$ cat src/sv/oms_pkg.sv
// Shared constants, CORDIC arctangent table and pipeline bundle types
// for the odometry motion sampler. No dependencies.
package oms_pkg;

  localparam int CORDIC_STEPS_DEF = 16;
  localparam int VEC_W            = 52;  // vectoring datapath, holds 2^16 * |d| * gain
  localparam int ROT_W            = 34;  // rotation datapath, Q1.30 plus growth
  localparam int SQRT_STEPS       = 32;  // one result bit per stage for a 64-bit radicand
  localparam int GAIN_W           = 16;
  localparam int CFG_IDX_W        = 8;

  localparam logic [GAIN_W-1:0] GAIN_RESET = 16'd51;

  // Register indexes of the configuration port
  localparam logic [CFG_IDX_W-1:0] REG_ROT_FROM_ROT     = 8'd0;
  localparam logic [CFG_IDX_W-1:0] REG_ROT_FROM_TRANS   = 8'd1;
  localparam logic [CFG_IDX_W-1:0] REG_TRANS_FROM_TRANS = 8'd2;
  localparam logic [CFG_IDX_W-1:0] REG_TRANS_FROM_ROT   = 8'd3;

  localparam logic [29:0] INV_GAIN_Q30     = 30'd652032874;
  localparam logic [30:0] PI_OVER_8_Q32    = 31'd1686629713;
  localparam logic [29:0] TURN_PER_RAD_Q16 = 30'd683565276;

  // atan(2^-i) in 2^32 units per turn
  localparam logic [31:0] ATAN_TAB [32] = '{
    32'h20000000, 32'h12E4051E, 32'h09FB385B, 32'h051111D4, 32'h028B0D43, 32'h0145D7E1,
    32'h00A2F61E, 32'h00517C55, 32'h0028BE53, 32'h00145F2F, 32'h000A2F98, 32'h000517CC,
    32'h00028BE6, 32'h000145F3, 32'h0000A2F9, 32'h0000517D, 32'h000028BE, 32'h0000145F,
    32'h00000A30, 32'h00000518, 32'h0000028C, 32'h00000146, 32'h000000A3, 32'h00000051,
    32'h00000029, 32'h00000014, 32'h0000000A, 32'h00000005, 32'h00000003, 32'h00000001,
    32'h00000001, 32'h00000000
  };

  typedef struct packed {
    logic signed [VEC_W-1:0] x;     // scaled length before gain correction
    logic [31:0]             ang;   // heading of the displacement
    logic                    zero;  // displacement was zero
  } vec_out_t;

  typedef struct packed {
    logic signed [ROT_W-1:0] c;     // cosine before half-turn correction
    logic signed [ROT_W-1:0] s;     // sine before half-turn correction
    logic                    flip;  // negate both
  } rot_out_t;

  // Per-item context carried alongside the arithmetic
  typedef struct packed {
    logic [31:0] px;
    logic [31:0] py;
    logic [15:0] pyaw;
    logic [15:0] prev_yaw;
    logic [15:0] curr_yaw;
    logic [15:0] n1;
    logic [15:0] nt;
    logic [15:0] n2;
    logic [31:0] d1;
    logic [31:0] d2;
    logic [34:0] odo_len;
    logic [39:0] travel;
    logic [31:0] yaw;
  } ctx_t;

endpackage

$ cat src/sv/oms_isqrt.sv
// Pipelined integer square root of a 64-bit value, one result bit per stage.
// Depends on oms_pkg. Every stage is registered.
module oms_isqrt import oms_pkg::*; (
  input  logic        clk,
  input  logic        en,
  input  logic [63:0] v_in,
  output logic [31:0] root
);

  logic [63:0] v_r [SQRT_STEPS];
  logic [63:0] r_r [SQRT_STEPS];

  for (genvar k = 0; k < SQRT_STEPS; k++) begin : g_it
    localparam logic [63:0] BIT = 64'd1 << (62 - 2*k);
    logic [63:0] vp, rp, trial;
    if (k == 0) begin : g_first
      assign vp = v_in;
      assign rp = '0;
    end else begin : g_next
      assign vp = v_r[k-1];
      assign rp = r_r[k-1];
    end
    assign trial = rp + BIT;
    always_ff @(posedge clk) begin
      if (en) begin
        if (vp >= trial) begin
          v_r[k] <= vp - trial;
          r_r[k] <= (rp >> 1) + BIT;
        end else begin
          v_r[k] <= vp;
          r_r[k] <= rp >> 1;
        end
      end
    end
  end

  assign root = r_r[SQRT_STEPS-1][31:0];

endmodule

$ cat config.mk
export PLATFORM = sky130hd
export DESIGN_NAME = oms_isqrt
export DESIGN_NICKNAME = d
export VERILOG_FILES = /design/src/sv/oms_pkg.sv /design/src/sv/oms_isqrt.sv
export SDC_FILE = /design/constraint.sdc
export NUM_CORES = 2
export LEC_CHECK = 0
export ABC_CLOCK_PERIOD_IN_PS = 5530
export BUFFER_PORTS_ARGS = -buffer_cell sky130_fd_sc_hd__buf_2
export CORE_AREA = 2 2 590 592
export CTS_CLUSTER_DIAMETER = 80
export DETAILED_ROUTE_END_ITERATION = 6
export DIE_AREA = 0 0 592 594
export SLEW_MARGIN = 25
export SYNTH_ARGS = -nofsm -noshare
export SYNTH_HDL_FRONTEND = slang
export SYNTH_SLANG_ARGS = --single-unit
$ cat constraint.sdc
create_clock -name clk -period 5.53 [get_ports clk]
set_input_delay 0.553 -clock clk [delete_from_list [all_inputs] [get_ports clk]]
set_output_delay 0.553 -clock clk [all_outputs]
set_load 0.005 [all_outputs]
After elaboration in Yosys (flattened, before gate mapping) --
Memory sizes are Yosys's and may differ from the RTL's. Cells that the tools add are included.
Word-level totals: output and inout bits 32, bits in writable memories 4096, register bits 0, logic and storage cells 448, memories kept 2
Memories:
- r_r | words 32, bits a word 64, read ports 32, clocked after memory_dff 0, write ports 32, line oms_isqrt.sv:11 | logic [63:0] r_r [SQRT_STEPS];
- v_r | words 32, bits a word 64, read ports 31, clocked after memory_dff 0, write ports 32, line oms_isqrt.sv:10 | logic [63:0] v_r [SQRT_STEPS];
Cells by class: add/sub/neg operators 94, magnitude comparators 32, bitwise gates (word level) 64, mux-type cells 256
Operators by type and width (count):
- 64-bit two-way mux | 64
- 64-bit >= comparator | 31
- 64-bit subtractor | 31
- 1-bit two-way mux | 192
- 63-bit by 1-bit adder with 64-bit output (second input constant) | 1
- 63-bit by 11-bit adder with 64-bit output (second input constant) | 1
- 63-bit by 13-bit adder with 64-bit output (second input constant) | 1
- 63-bit by 15-bit adder with 64-bit output (second input constant) | 1
- 63-bit by 17-bit adder with 64-bit output (second input constant) | 1
- 63-bit by 19-bit adder with 64-bit output (second input constant) | 1
- 63-bit by 21-bit adder with 64-bit output (second input constant) | 1
- 63-bit by 23-bit adder with 64-bit output (second input constant) | 1
- 63-bit by 25-bit adder with 64-bit output (second input constant) | 1
- 63-bit by 27-bit adder with 64-bit output (second input constant) | 1
- 63-bit by 29-bit adder with 64-bit output (second input constant) | 1
- 63-bit by 3-bit adder with 64-bit output (second input constant) | 1
- 63-bit by 31-bit adder with 64-bit output (second input constant) | 1
- 63-bit by 33-bit adder with 64-bit output (second input constant) | 1
- 63-bit by 35-bit adder with 64-bit output (second input constant) | 1
- 63-bit by 37-bit adder with 64-bit output (second input constant) | 1
- 63-bit by 39-bit adder with 64-bit output (second input constant) | 1
- 63-bit by 41-bit adder with 64-bit output (second input constant) | 1
- 63-bit by 43-bit adder with 64-bit output (second input constant) | 1
- 63-bit by 45-bit adder with 64-bit output (second input constant) | 1
- other kinds (45) | 108

Logic depth before layout (Yosys ltp) --
An unclocked memory read counts as a cell.
depth in word-level cells 7, gate-level depth with buffers 15, mapped depth without buffers 13

Worst setup path after synthesis --
Ideal clock, no wire load.
path kind input port to flip-flop, from input port en, to memory r_r[28][6], in the netlist r_r[1][774], enable pin, arrival 3.934 ns, cell stages on the path 4, slack 1.111 ns, data required time 5.045 ns, path buffers 4, cells stage by stage clkbuf_1 clkbuf_1 clkbuf_1 clkbuf_1
RTL lines:
- start: declaration | line oms_isqrt.sv:5 | input logic en,
- end: declaration | line oms_isqrt.sv:11

==> results by group <==
Drt
  – Vias per inst: 5.227
  – DRC viols: 0
  – Routed vias: 76790
  – Final WL: 308.1 mm
  – Antenna Nets Post-Route: 0
  – Initial DRC Count: 6010
  – WL per Instance: 20.97 microns
  – Drt first pass iters: 6

Power and ir drop
  – Clock network power share: 32.5%
  – Worst VDD drop: 239.4 uV
  – Switching power: 16.35 mW
  – Lkg Pwr: 50.29 nW
  – Sequential share of power: 47.1%
  – Power Density: 407.3 mW/mm^2
  – Combinational Power Share: 20.4%
  – P_int: 39.06 mW
  – Net Sw Frac: 29.51%

Synth
  – Xor-xnor portion of the synthesized cell area: 6.387%
  – Share of the synthesized area in the top cell type: 62.65%
  – Distinct cells, synth: 96
  – Synthesized Nets: 10240
  – Yosys warning count: 0
  – Main combinational cell family by area after synthesis: simple AND/OR/NAND/NOR gates
  – Simple-gate share of the synthesized area: 12.14%
  – Avg Cell Area, Syn: 12.53 sq um
  – Synth Area in Compound Gates: 9.555%
  – Yosys reg bits: 2512
  – Top cells by area, synth: edfxtp_1 (63%), ha_1 (5.8%), xor2_1 (3.4%), xnor2_1 (3.0%), o21ai_0 (2.2%)
  – Most common cell in the synthesized netlist: edfxtp_1
  – Post-Syn Area: 0.1204 sq mm
  – Ys flop type: edfxtp_1
  – Post-synth ARST share: 0%
  – Mux contribution to synthesized area: 0.5954%
  – Post-synthesis sequential area ratio: 62.65%
  – Post-synth EDFFs: 2512
  – Post-synth top cells: edfxtp_1 (2512), inv_1 (701), nand2_1 (695)
  – Post-synthesis instance total: 9611
  – Area leader, netlist: edfxtp_1
  – Synth Area in Adders: 5.799%

Run status
  – Status: complete, no violations

Worst setup path
  – Setup crit start kind: register
  – CP arrival: 5510 ps
  – R2r setup slk: 580 ps
  – Critical R2R Capture: v_r[1][765]
  – Nature of the critical path endpoint: register
  – CP max stage cell: nor4_1
  – Largest stage delay, worst path: 1010 ps
  – Crit path required time: 6090 ps
  – CP dominant cell by count: nand3_1
  – Crit path cell chain: ha_1 -> nand4_1 -> nor4_1 -> nand3_1 -> o211a_1 -> o311a_1 -> or3_1 -> or4b_1 -> nor2_1 -> nand3_1 -> xnor2_1
  – CP Class: reg2reg
  – CP Max Fanout: 8
  – Reg-to-Reg Start: v_r[1][667]
  – Reg2reg path depth: 11

Global route
  – GRT met1 Usage: 18.44%
  – M2 GR Usage: 32.93%
  – Largest net degree at the start of global routing: 187
  – Vias in the first global route: 78010
  – Met3 Use GR: 1.946%
  – Grt peak-use layer: met2
  – First-pass GRT wire length: 467.0 mm
  – Initial antenna violation count: 6
  – GRT Total Usage: 17.14%
  – Total gr overflow: 0

Cells and area
  – Share of layout cells above drive strength 1: 7.271%
  – Register area: 0.07543 sq mm
  – Post-layout nets: 10530
  – Core Util, Final: 39.41%
  – Multi-input gate area: 0.04162 sq mm
  – Finished Layout Cells: 14690
  – Fillers: 32130
  – Design area: 0.1360 sq mm
  – Area grow syn2layout: 12.97%

CTS
  – Root Buffer: clkbuf_16
  – Clock Latency Late Sink: 880 ps
  – Clk slew on worst S/H paths: 60 ps
  – CTS tree: built
  – CTS Buf Count: 269
  – Post-CTS Setup Bufs: 0
  – Clock sink count: 2512
  – Hold_buf cts: 63
  – Htree depth: 5
  – Clock buffer depth: 4
  – Cts repair resizes: 0

Timing
  – Final Hold Slack: 79.36 ps
  – Final setup fails: 0
  – Least-Margin Pin Slew: 1109 ps
  – Fin. max-slew vios: 0
  – Setup_tns: 0 ps
  – Tmin final: 4948 ps
  – Final period utilization: 89.48%
  – Setup Skew: 75.79 ps
  – Worst slew margin: 25.14%
  – Final Hold Viols: 0
  – RSZ-0062 raised after global routing: no
  – FMAX: 202.1 MHz

Floorplan
  – Overall die height: 594 microns
  – Cell Rows: 216
  – Initial Util: 34.89%
  – Core area: 0.3451 sq mm
  – I/O Pins: 98
  – Die width: 592 microns
  – Die area: 0.3516 sq mm

Min path
  – Worst min path class: in2reg
  – Hold Crit Depth: 3
  – WHS Endpoint: v_r[0][63]
  – Worst Hold Launch: v_in[63]

Placement
  – Dpl cell area: 0.1267 sq mm
  – Routability congestion estimate from global placement: 0.9161
  – Dpl cells: 14150
  – Buffers on Ports: 97
  – Dpl hpwl: 234.8 mm

Job
  – Max-capacitance violation count: 0
-- worst max-delay path by stage --
stage                     cells past startpoint        start          end  slack (ps)
after detailed placement                     11  v_r[1][774]  v_r[1][892]         610
after global routing                         11  v_r[1][774]  v_r[1][880]         410
final                                        11  v_r[1][667]  v_r[1][765]         580
after global placement                       11  v_r[1][109]  v_r[1][187]         570
after floorplan                               4           en  r_r[1][774]        1110
after CTS                                    11  v_r[1][774]  v_r[1][892]         600
-- power by group through the flow --
stage	Sequential, mW	Combinational [mW]	Clock [mW]
after detailed placement	26.5	11.2	0
after global routing	26.3	12.5	19.1
after global placement	26.5	11.0	0
final	26.1	11.3	18.0
after CTS	26.1	11.3	18.4
after floorplan	25.5	8.28	0
-- per-stage QoR --
stage / total power, mW / setup WS, ps
final: 55.41 / 581.7
after floorplan: 33.80 / 1111
after detailed placement: 37.69 / 607.5
after global placement: 37.51 / 567.7
after CTS: 55.82 / 603.1
after global routing: 57.99 / 413.6
-- routing by layer --
layer,vias up,share of wire (%)
met3,646,3.6
li1,36540,-
met5,-,0
met4,0,5.0
met1,37600,37
met2,1993,54
-- critical path, delay by kind of cell, from the launching register on --
| kind | cells | cell delay [ps] |
|---|---|---|
| AO/OA/AOI/OAI | 2 | 420 |
| XOR/XNOR | 1 | 170 |
| adder cells (fa/ha/maj) | 1 | 470 |
| flip-flops | 1 | 400 |
| AND/OR/NAND/NOR | 7 | 3230 |
-- cell usage in the layout (no fill, tap or decap), types with 242 or more instances in the layout --
cell          n
ha_1        558
a21oi_1     532
clkbuf_16   275
nor4_1      354
xnor2_1     410
nand2_1     695
a21o_1      242
nor3_1      256
xor2_1      468
inv_1       700
nor2_1      555
o21ai_0     535
edfxtp_1   2512
-- state kept, by name, indices dropped and copies added (netlist names) --
signal and flops:
v_r 1984, r_r 528
-- final cells by class --
cell class	count	share of cell area (%)
Sequential cell	2512	55.45
Multi-Input combinational cell	6182	30.60
Clock buffer	304	5.139
Tap cell	4578	4.211
Inverter	703	1.940
Timing Repair Buffer	238	1.387
Clock inverter	170	1.264
Antenna cell	2	0.003679
-- cell families (layout without fill, tap and decap cells) --
family	Yosys count	in the layout
mux	65	65
xor+xnor	878	878
flops	2512	2512
other cells	0	2
buf+inv	917	1415
simple gates	2832	2832
compound gates	1849	1849
fa+ha+maj	558	558
No activity file was read; power rests on OpenSTA's default activity.
