## src/sv/oms_pkg.sv

```systemverilog
// Shared constants, CORDIC arctangent table and pipeline bundle types
// for the odometry motion sampler. No dependencies.
package oms_pkg;

  localparam int CORDIC_STEPS_DEF = 16;
  localparam int VEC_W            = 52;  // vectoring datapath, holds 2^16 * |d| * gain
  localparam int ROT_W            = 34;  // rotation datapath, Q1.30 plus growth
  localparam int SQRT_STEPS       = 32;  // one result bit per stage for a 64-bit radicand
  localparam int GAIN_W           = 16;
  localparam int CFG_IDX_W        = 8;

  localparam logic [GAIN_W-1:0] GAIN_RESET = 16'd51;

  // Register indexes of the configuration port
  localparam logic [CFG_IDX_W-1:0] REG_ROT_FROM_ROT     = 8'd0;
  localparam logic [CFG_IDX_W-1:0] REG_ROT_FROM_TRANS   = 8'd1;
  localparam logic [CFG_IDX_W-1:0] REG_TRANS_FROM_TRANS = 8'd2;
  localparam logic [CFG_IDX_W-1:0] REG_TRANS_FROM_ROT   = 8'd3;

  localparam logic [29:0] INV_GAIN_Q30     = 30'd652032874;
  localparam logic [30:0] PI_OVER_8_Q32    = 31'd1686629713;
  localparam logic [29:0] TURN_PER_RAD_Q16 = 30'd683565276;

  // atan(2^-i) in 2^32 units per turn
  localparam logic [31:0] ATAN_TAB [32] = '{
    32'h20000000, 32'h12E4051E, 32'h09FB385B, 32'h051111D4, 32'h028B0D43, 32'h0145D7E1,
    32'h00A2F61E, 32'h00517C55, 32'h0028BE53, 32'h00145F2F, 32'h000A2F98, 32'h000517CC,
    32'h00028BE6, 32'h000145F3, 32'h0000A2F9, 32'h0000517D, 32'h000028BE, 32'h0000145F,
    32'h00000A30, 32'h00000518, 32'h0000028C, 32'h00000146, 32'h000000A3, 32'h00000051,
    32'h00000029, 32'h00000014, 32'h0000000A, 32'h00000005, 32'h00000003, 32'h00000001,
    32'h00000001, 32'h00000000
  };

  typedef struct packed {
    logic signed [VEC_W-1:0] x;     // scaled length before gain correction
    logic [31:0]             ang;   // heading of the displacement
    logic                    zero;  // displacement was zero
  } vec_out_t;

  typedef struct packed {
    logic signed [ROT_W-1:0] c;     // cosine before half-turn correction
    logic signed [ROT_W-1:0] s;     // sine before half-turn correction
    logic                    flip;  // negate both
  } rot_out_t;

  // Per-item context carried alongside the arithmetic
  typedef struct packed {
    logic [31:0] px;
    logic [31:0] py;
    logic [15:0] pyaw;
    logic [15:0] prev_yaw;
    logic [15:0] curr_yaw;
    logic [15:0] n1;
    logic [15:0] nt;
    logic [15:0] n2;
    logic [31:0] d1;
    logic [31:0] d2;
    logic [34:0] odo_len;
    logic [39:0] travel;
    logic [31:0] yaw;
  } ctx_t;

endpackage

```

## src/sv/oms_rot.sv

```systemverilog
// Pipelined rotation CORDIC: cosine and sine of a binary angle in Q1.30.
// Depends on oms_pkg. The folded angle is registered, then every iteration is registered.
module oms_rot import oms_pkg::*; #(
  parameter int STEPS = CORDIC_STEPS_DEF
) (
  input  logic        clk,
  input  logic        en,
  input  logic [31:0] phi,
  output rot_out_t    rot_out
);

  localparam int N = (STEPS > 32) ? 32 : STEPS;

  logic signed [ROT_W-1:0] x_r [N+1];
  logic signed [ROT_W-1:0] y_r [N+1];
  logic signed [ROT_W-1:0] z_r [N+1];
  logic                    f_r [N+1];
  logic                    flip;
  logic [31:0]             phi_f;

  // Second and third quadrants: rotate by a half turn, negate at the end
  assign flip  = phi[31] ^ phi[30];
  assign phi_f = flip ? (phi ^ 32'h8000_0000) : phi;

  always_ff @(posedge clk) begin
    if (en) begin
      f_r[0] <= flip;
      x_r[0] <= ROT_W'(INV_GAIN_Q30);
      y_r[0] <= '0;
      z_r[0] <= {{(ROT_W-32){phi_f[31]}}, phi_f};
    end
  end

  for (genvar i = 0; i < N; i++) begin : g_step
    logic signed [ROT_W-1:0] xs, ys, at;
    assign xs = x_r[i] >>> i;
    assign ys = y_r[i] >>> i;
    assign at = {{(ROT_W-32){1'b0}}, ATAN_TAB[i]};
    always_ff @(posedge clk) begin
      if (en) begin
        f_r[i+1] <= f_r[i];
        if (!z_r[i][ROT_W-1]) begin
          x_r[i+1] <= x_r[i] - ys;
          y_r[i+1] <= y_r[i] + xs;
          z_r[i+1] <= z_r[i] - at;
        end else begin
          x_r[i+1] <= x_r[i] + ys;
          y_r[i+1] <= y_r[i] - xs;
          z_r[i+1] <= z_r[i] + at;
        end
      end
    end
  end

  always_comb begin
    rot_out.c    = x_r[N];
    rot_out.s    = y_r[N];
    rot_out.flip = f_r[N];
  end

endmodule

```

## config.mk

```make
export PLATFORM = sky130hd
export DESIGN_NAME = oms_rot
export DESIGN_NICKNAME = d
export VERILOG_FILES = /design/src/sv/oms_pkg.sv /design/src/sv/oms_rot.sv
export SDC_FILE = /design/constraint.sdc
export NUM_CORES = 2
export LEC_CHECK = 0
export BUFFER_PORTS_ARGS = -buffer_cell sky130_fd_sc_hd__buf_2
export CAP_MARGIN = 10
export CELL_PAD_IN_SITES_DETAIL_PLACEMENT = 0
export CELL_PAD_IN_SITES_GLOBAL_PLACEMENT = 1
export CORE_ASPECT_RATIO = 0.7
export CORE_UTILIZATION = 56
export DETAILED_ROUTE_END_ITERATION = 8
export PLACE_DENSITY_LB_ADDON = 0.1
export SLEW_MARGIN = 10
export SYNTH_ARGS = -nofsm -noshare
export SYNTH_HDL_FRONTEND = slang
export SYNTH_SLANG_ARGS = --single-unit
```

## constraint.sdc

```tcl
create_clock -name clk -period 12.6 [get_ports clk]
set_input_delay 1.26 -clock clk [delete_from_list [all_inputs] [get_ports clk]]
set_output_delay 1.26 -clock clk [all_outputs]
set_load 0.01 [all_outputs]
```

After elaboration in Yosys (flattened, before gate mapping)
Memory sizes are Yosys's and may differ from the RTL's.
Index checks and enable logic that the tools add are counted.
- add/sub/neg operators: 95
- mux-type cells: 147
- bitwise logic cells: 50
- operators by type and width (kind ; count):
    34-bit 2-to-1 mux ; 48
    1-bit 2-to-1 mux ; 98
    34-bit by 19-bit adder with 34-bit output ; 2
    34-bit by 20-bit adder with 34-bit output ; 2
    34-bit by 21-bit adder with 34-bit output ; 2
    34-bit by 22-bit adder with 34-bit output ; 2
    34-bit by 23-bit adder with 34-bit output ; 2
    34-bit by 24-bit adder with 34-bit output ; 2
    34-bit by 25-bit adder with 34-bit output ; 2
    34-bit by 26-bit adder with 34-bit output ; 2
    34-bit by 27-bit adder with 34-bit output ; 2
    34-bit by 28-bit adder with 34-bit output ; 2
    34-bit by 29-bit adder with 34-bit output ; 2
    34-bit by 30-bit adder with 34-bit output ; 2
    34-bit by 31-bit adder with 34-bit output ; 2
    34-bit by 32-bit adder with 34-bit output ; 2
    34-bit by 33-bit adder with 34-bit output ; 2
    34-bit by 19-bit subtractor with 34-bit output ; 2
    34-bit by 20-bit subtractor with 34-bit output ; 2
    34-bit by 21-bit subtractor with 34-bit output ; 2
    34-bit by 22-bit subtractor with 34-bit output ; 2
    34-bit by 23-bit subtractor with 34-bit output ; 2
    34-bit by 24-bit subtractor with 34-bit output ; 2
    34-bit by 25-bit subtractor with 34-bit output ; 2
    46 further kinds ; 102
- memory bits (writable): 1751
- word-level logic and storage cells: 296
- bits in registers: 0
- input port bits: 34
- memories: 4
- output and inout port bits: 69
- memories (name ; words ; bits a word ; read ports ; clocked after Yosys merged registers in ; write ports ; line ; RTL):
    x_r ; 17 ; 34 ; 17 ; 0 ; 17 ; oms_rot.sv:14 ; logic signed [ROT_W-1:0] x_r [N+1];
    y_r ; 17 ; 34 ; 17 ; 0 ; 17 ; oms_rot.sv:15 ; logic signed [ROT_W-1:0] y_r [N+1];
    z_r ; 17 ; 34 ; 16 ; 0 ; 17 ; oms_rot.sv:16 ; logic signed [ROT_W-1:0] z_r [N+1];
    f_r ; 17 ; 1 ; 17 ; 0 ; 17 ; oms_rot.sv:17 ; logic f_r [N+1];

Logic depth before layout (Yosys ltp)
An unclocked memory read counts as a cell.
- depth after elaboration: 5
- mapped depth: 22
- gate-level depth less buffers: 22

Least setup slack after synthesis
Ideal clock, no wire load.
- path kind: input -> register
- from: in en
- to: mem x_r[5][32] (data pin)
- setup time: 0.262 ns
- stages on the path: 17
- arrival time: 5.520 ns
- data required time: 12.338 ns
- path slack: 6.819 ns
- cells stage by stage: clkbuf_1 > nand2_1 > clkbuf_1 > buf_1 > o21ai_0 > fa_1 > a21o_1 > a21oi_1 > o21ai_1 > a2111oi_1 > o31ai_1 > a21boi_1 > o221ai_1 > a21oi_1 > nor3b_1 > a211oi_1 > xnor2_1
- RTL lines (what ; line ; RTL):
    start, declared ; oms_rot.sv:7 ; input logic en,
    end, declared ; oms_rot.sv:14 ;

==> flow_metrics.env <==
export IMPL_status="completed"
export IMPL_grt_pass1_vias=92124
export IMPL_synth_seq_cells=1521
export IMPL_cts_root_buf="clkbuf_16"
export IMPL_yosys_area_top_type="edfxtp_1"
export IMPL_synthesis_area_um2=125100
export IMPL_cts_tree="done"
export IMPL_cp_num_buf_inv=5
export IMPL_synth_top_family_by_area="compound AO/OA/AOI/OAI gates"
export IMPL_portBuffers=102
export IMPL_synth_edff_count=1521
export IMPL_start_kind="input port"
export IMPL_regArea_um2=45670
export IMPL_grt_pass1_wl_um=541400
export IMPL_synth_simple_gate_area_frac=0.1207
export IMPL_holdWs_ns=0.4150
export IMPL_start_util=0.5657
export IMPL_io_pin_count=103
export IMPL_setup_viol_count_final=0
export IMPL_grt_total_usage=0.3044
export IMPL_path_clk_slew_ns=0.07
export IMPL_fin_setup_tns_ns=0
export IMPL_synth_cells=12751
export IMPL_multi_input_area_um2=76820
export IMPL_synth_top_cell_area_share=0.3652
export IMPL_critPathCaptureType="register"
export IMPL_synthAdderAreaFrac=0.1467
export IMPL_overflow=0
export IMPL_relSlewSlack=0.2038
export IMPL_crit_slowest_cell="a311oi_1"
export IMPL_nets=14370
export IMPL_ctsHoldBuffers=0
export IMPL_fin_crit_sh=0.5572
export IMPL_max_stage_delay_ns=0.72
export IMPL_cp_top_family="compound AO/OA/AOI/OAI gates"
export IMPL_drive_above_1_share=0.04759
export IMPL_drt_iter0_markers=10268
export IMPL_clkSinkCount=1521
export IMPL_synth_area_leaders="edfxtp_1 (37%), ha_1 (14%), xnor2_1 (8.7%)"
export IMPL_finalHoldViolCount=0
export IMPL_cts_buffer_depth=4
export IMPL_crit_required_ns=13.18
export IMPL_ctsHtreeMaxLevel=4
export IMPL_synth_mux_area_frac=0.008644
export IMPL_drv_slew=0
export IMPL_syn_nets=14225
export IMPL_detail_route_wirelength_um=351300
export IMPL_worstPathMaxFanout=98
export IMPL_setup_ws_ns=5.580
export IMPL_wl_per_cell_um=22.03
export IMPL_place_area_um2=129000
export IMPL_viasPerCell=6.266
export IMPL_post_cts_resize_count=0
export IMPL_first_pass_iters=6
export IMPL_synth_xor_area_frac=0.1301
export IMPL_rsz0062_at_grt="false"
export IMPL_hold_class="reg -> reg"
export IMPL_cp_cell_sequence="buf_12, buf_12, buf_4, nand2_2, inv_2, buf_4, nor2_1, xor2_1, ha_1, a211oi_1, o21ai_1, o2111a_1, a41oi_1, a21oi_1, a311oi_1, o311ai_1, nor2_1, a21oi_1, a221oi_1, xnor2_1"
export IMPL_maxClockFrequency_mhz=142.4
export IMPL_min_period_ns=7.020
export IMPL_seq_area_frac_synth=0.3652
export IMPL_crit_type="in -> reg"
export IMPL_ant_nets=0
export IMPL_yosys_warnings=0
export IMPL_postCtsSetupBuffers=0
export IMPL_design_core_area_um2=221100
export IMPL_finalClockSkew_ns=0.03150
export IMPL_place_gp_congestion=0.9921
export IMPL_die_w_um=566.8
export IMPL_cap_viol_max_count=0
export IMPL_grt_max_degree=132
export IMPL_arrival_ns=7.60
export IMPL_die_h_um=397.4
export IMPL_antenna_found_initial=5
export IMPL_hpwl_um=278100
export IMPL_rows=144
export IMPL_nFillCells=18447
export IMPL_design_area_um2=134600
export IMPL_yosysUniqueCellTypes=107
export IMPL_ys_flop_type="edfxtp_1"
export IMPL_dr_total_vias=99936
export IMPL_synth_compound_area_frac=0.2079
export IMPL_worst_slew_pin_slew_ns=1.183
export IMPL_drc=0
export IMPL_syn2layout_area_growth_pct=7.605
export IMPL_clk_latency_ns=0.85
export IMPL_dp_slack_ns=5.043
export IMPL_cts_made_buffers=173
export IMPL_dieArea_um2=225300
export IMPL_avgSynthCellArea_um2=9.808
export IMPL_ys_async_sr_fraction=0
[cell families (layout without fill, tap and decap cells)]
kind of cell,Yosys count,count (layout)
AOI/OAI and AO/OA,4046,4046
xor gates and xnor gates,1857,1857
adders and majority gates,1440,1440
buffers and inverters,689,965
DFF,1521,1521
muxes,103,103
other,0,1
and+or+nand+nor,3095,3095
[final timing paths]
check	slack [ns]	startpoint	end	depth (start not counted)
worst min-delay path	0.42	f_r[0][4]$_DFFE_PP_	f_r[0][5]$_DFFE_PP_	0
worst max-delay path	5.58	en	x_r[8][32]$_DFFE_PP_	20
worst min register to register	0.42	f_r[0][4]$_DFFE_PP_	f_r[0][5]$_DFFE_PP_	0
worst max register to register	6.42	x_r[4][8]$_DFFE_PP_	y_r[5][33]$_DFFE_PP_	19
[area by class of cell]
cell class              instances  share of cell area
multi-input cells           10541              0.5708
flip-flops and latches       1521              0.3394
clock buffers                 198             0.03350
well taps                    2920             0.02715
inverters                     489             0.01364
repair buffers                170            0.007884
clock inverters               108            0.007615
diodes                          1          0.00001859
[cells in the mapped netlist, drive strengths merged, types with 30 or more instances]
cell type,n
nor3,251
xnor2,1248
nor2,917
inv,481
or2,55
ha,1396
o21ai,679
nand4,91
a211o,30
nand3,232
mux2,34
and3,126
o211ai,57
nor3b,38
a31o,33
o21bai,176
a21boi,41
nand2,677
or4,42
nand2b,184
nor2b,176
fa,44
o31ai,135
a211oi,111
and2,55
nor4,74
xor2,609
o41ai,59
a31oi,106
o31a,39
edfxtp,1521
a21o,752
o21a,214
clkbuf,163
buf,37
or3,102
mux2i,69
a21oi,1353
[sequential cells by signal, indices dropped and copies added (netlist names)]
signal,count
y_r,511
x_r,484
f_r,17
z_r,509
[worst reg2reg max path: stages, from the launching register on]
cell and delay (ns):
edfxtp_1 0.53, or3_1 0.48, or4_1 0.43, or3_1 0.35, or2_2 0.33, or3_1 0.42
o21ai_0 0.21, xor2_1 0.19, ha_1 0.30, and3_1 0.26, a221oi_1 0.48, o21ai_1 0.16
or2_1 0.25, o22ai_1 0.24, o21ai_0 0.18, a21oi_1 0.37, o21ai_1 0.21, a211o_1 0.29
a21oi_1 0.17, xnor2_1 0.10
[layer usage]
layer / part of all wire / vias to the layer above / GRT usage
li1: - / 47953 / -
met1: 0.51 / 47732 / 0.5029
met2: 0.37 / 3901 / 0.4017
met3: 0.10 / 348 / 0.06203
met4: 0.015 / 2 / 0.05017
met5: 0.000031 / - / 0
[placed cells by master (no fill, tap or decap), types with 70 or more instances in the layout]
cell type  instances
clkbuf_16        177
a211oi_1         106
buf_2            101
nor4_1            70
nand2_1          667
ha_1            1396
or3_1            102
a21o_1           752
nor2b_1          176
o21bai_1         176
nor3_1           251
nand4_1           91
xor2_1           609
edfxtp_1        1521
nand3_1          232
xnor2_1         1247
o31ai_1          134
o21ai_0          624
a21oi_1         1351
o21a_1           214
nand2b_1         183
nor2_1           915
and3_1           126
inv_1            475
a31oi_1          104
[per-stage QoR]
| stage | std cells | utilization |
|---|---|---|
| after floorplan | 12751 | - |
| after global placement | 15641 | 0.5837 |
| after detailed placement | 15641 | 0.5837 |
| after CTS | 15947 | 0.6087 |
| after global routing | 15947 | 0.6087 |
| final | 15948 | 0.6087 |
Power is not shown: default switching activity piles up to over one toggle a cycle in this logic, so the estimate is an artifact.
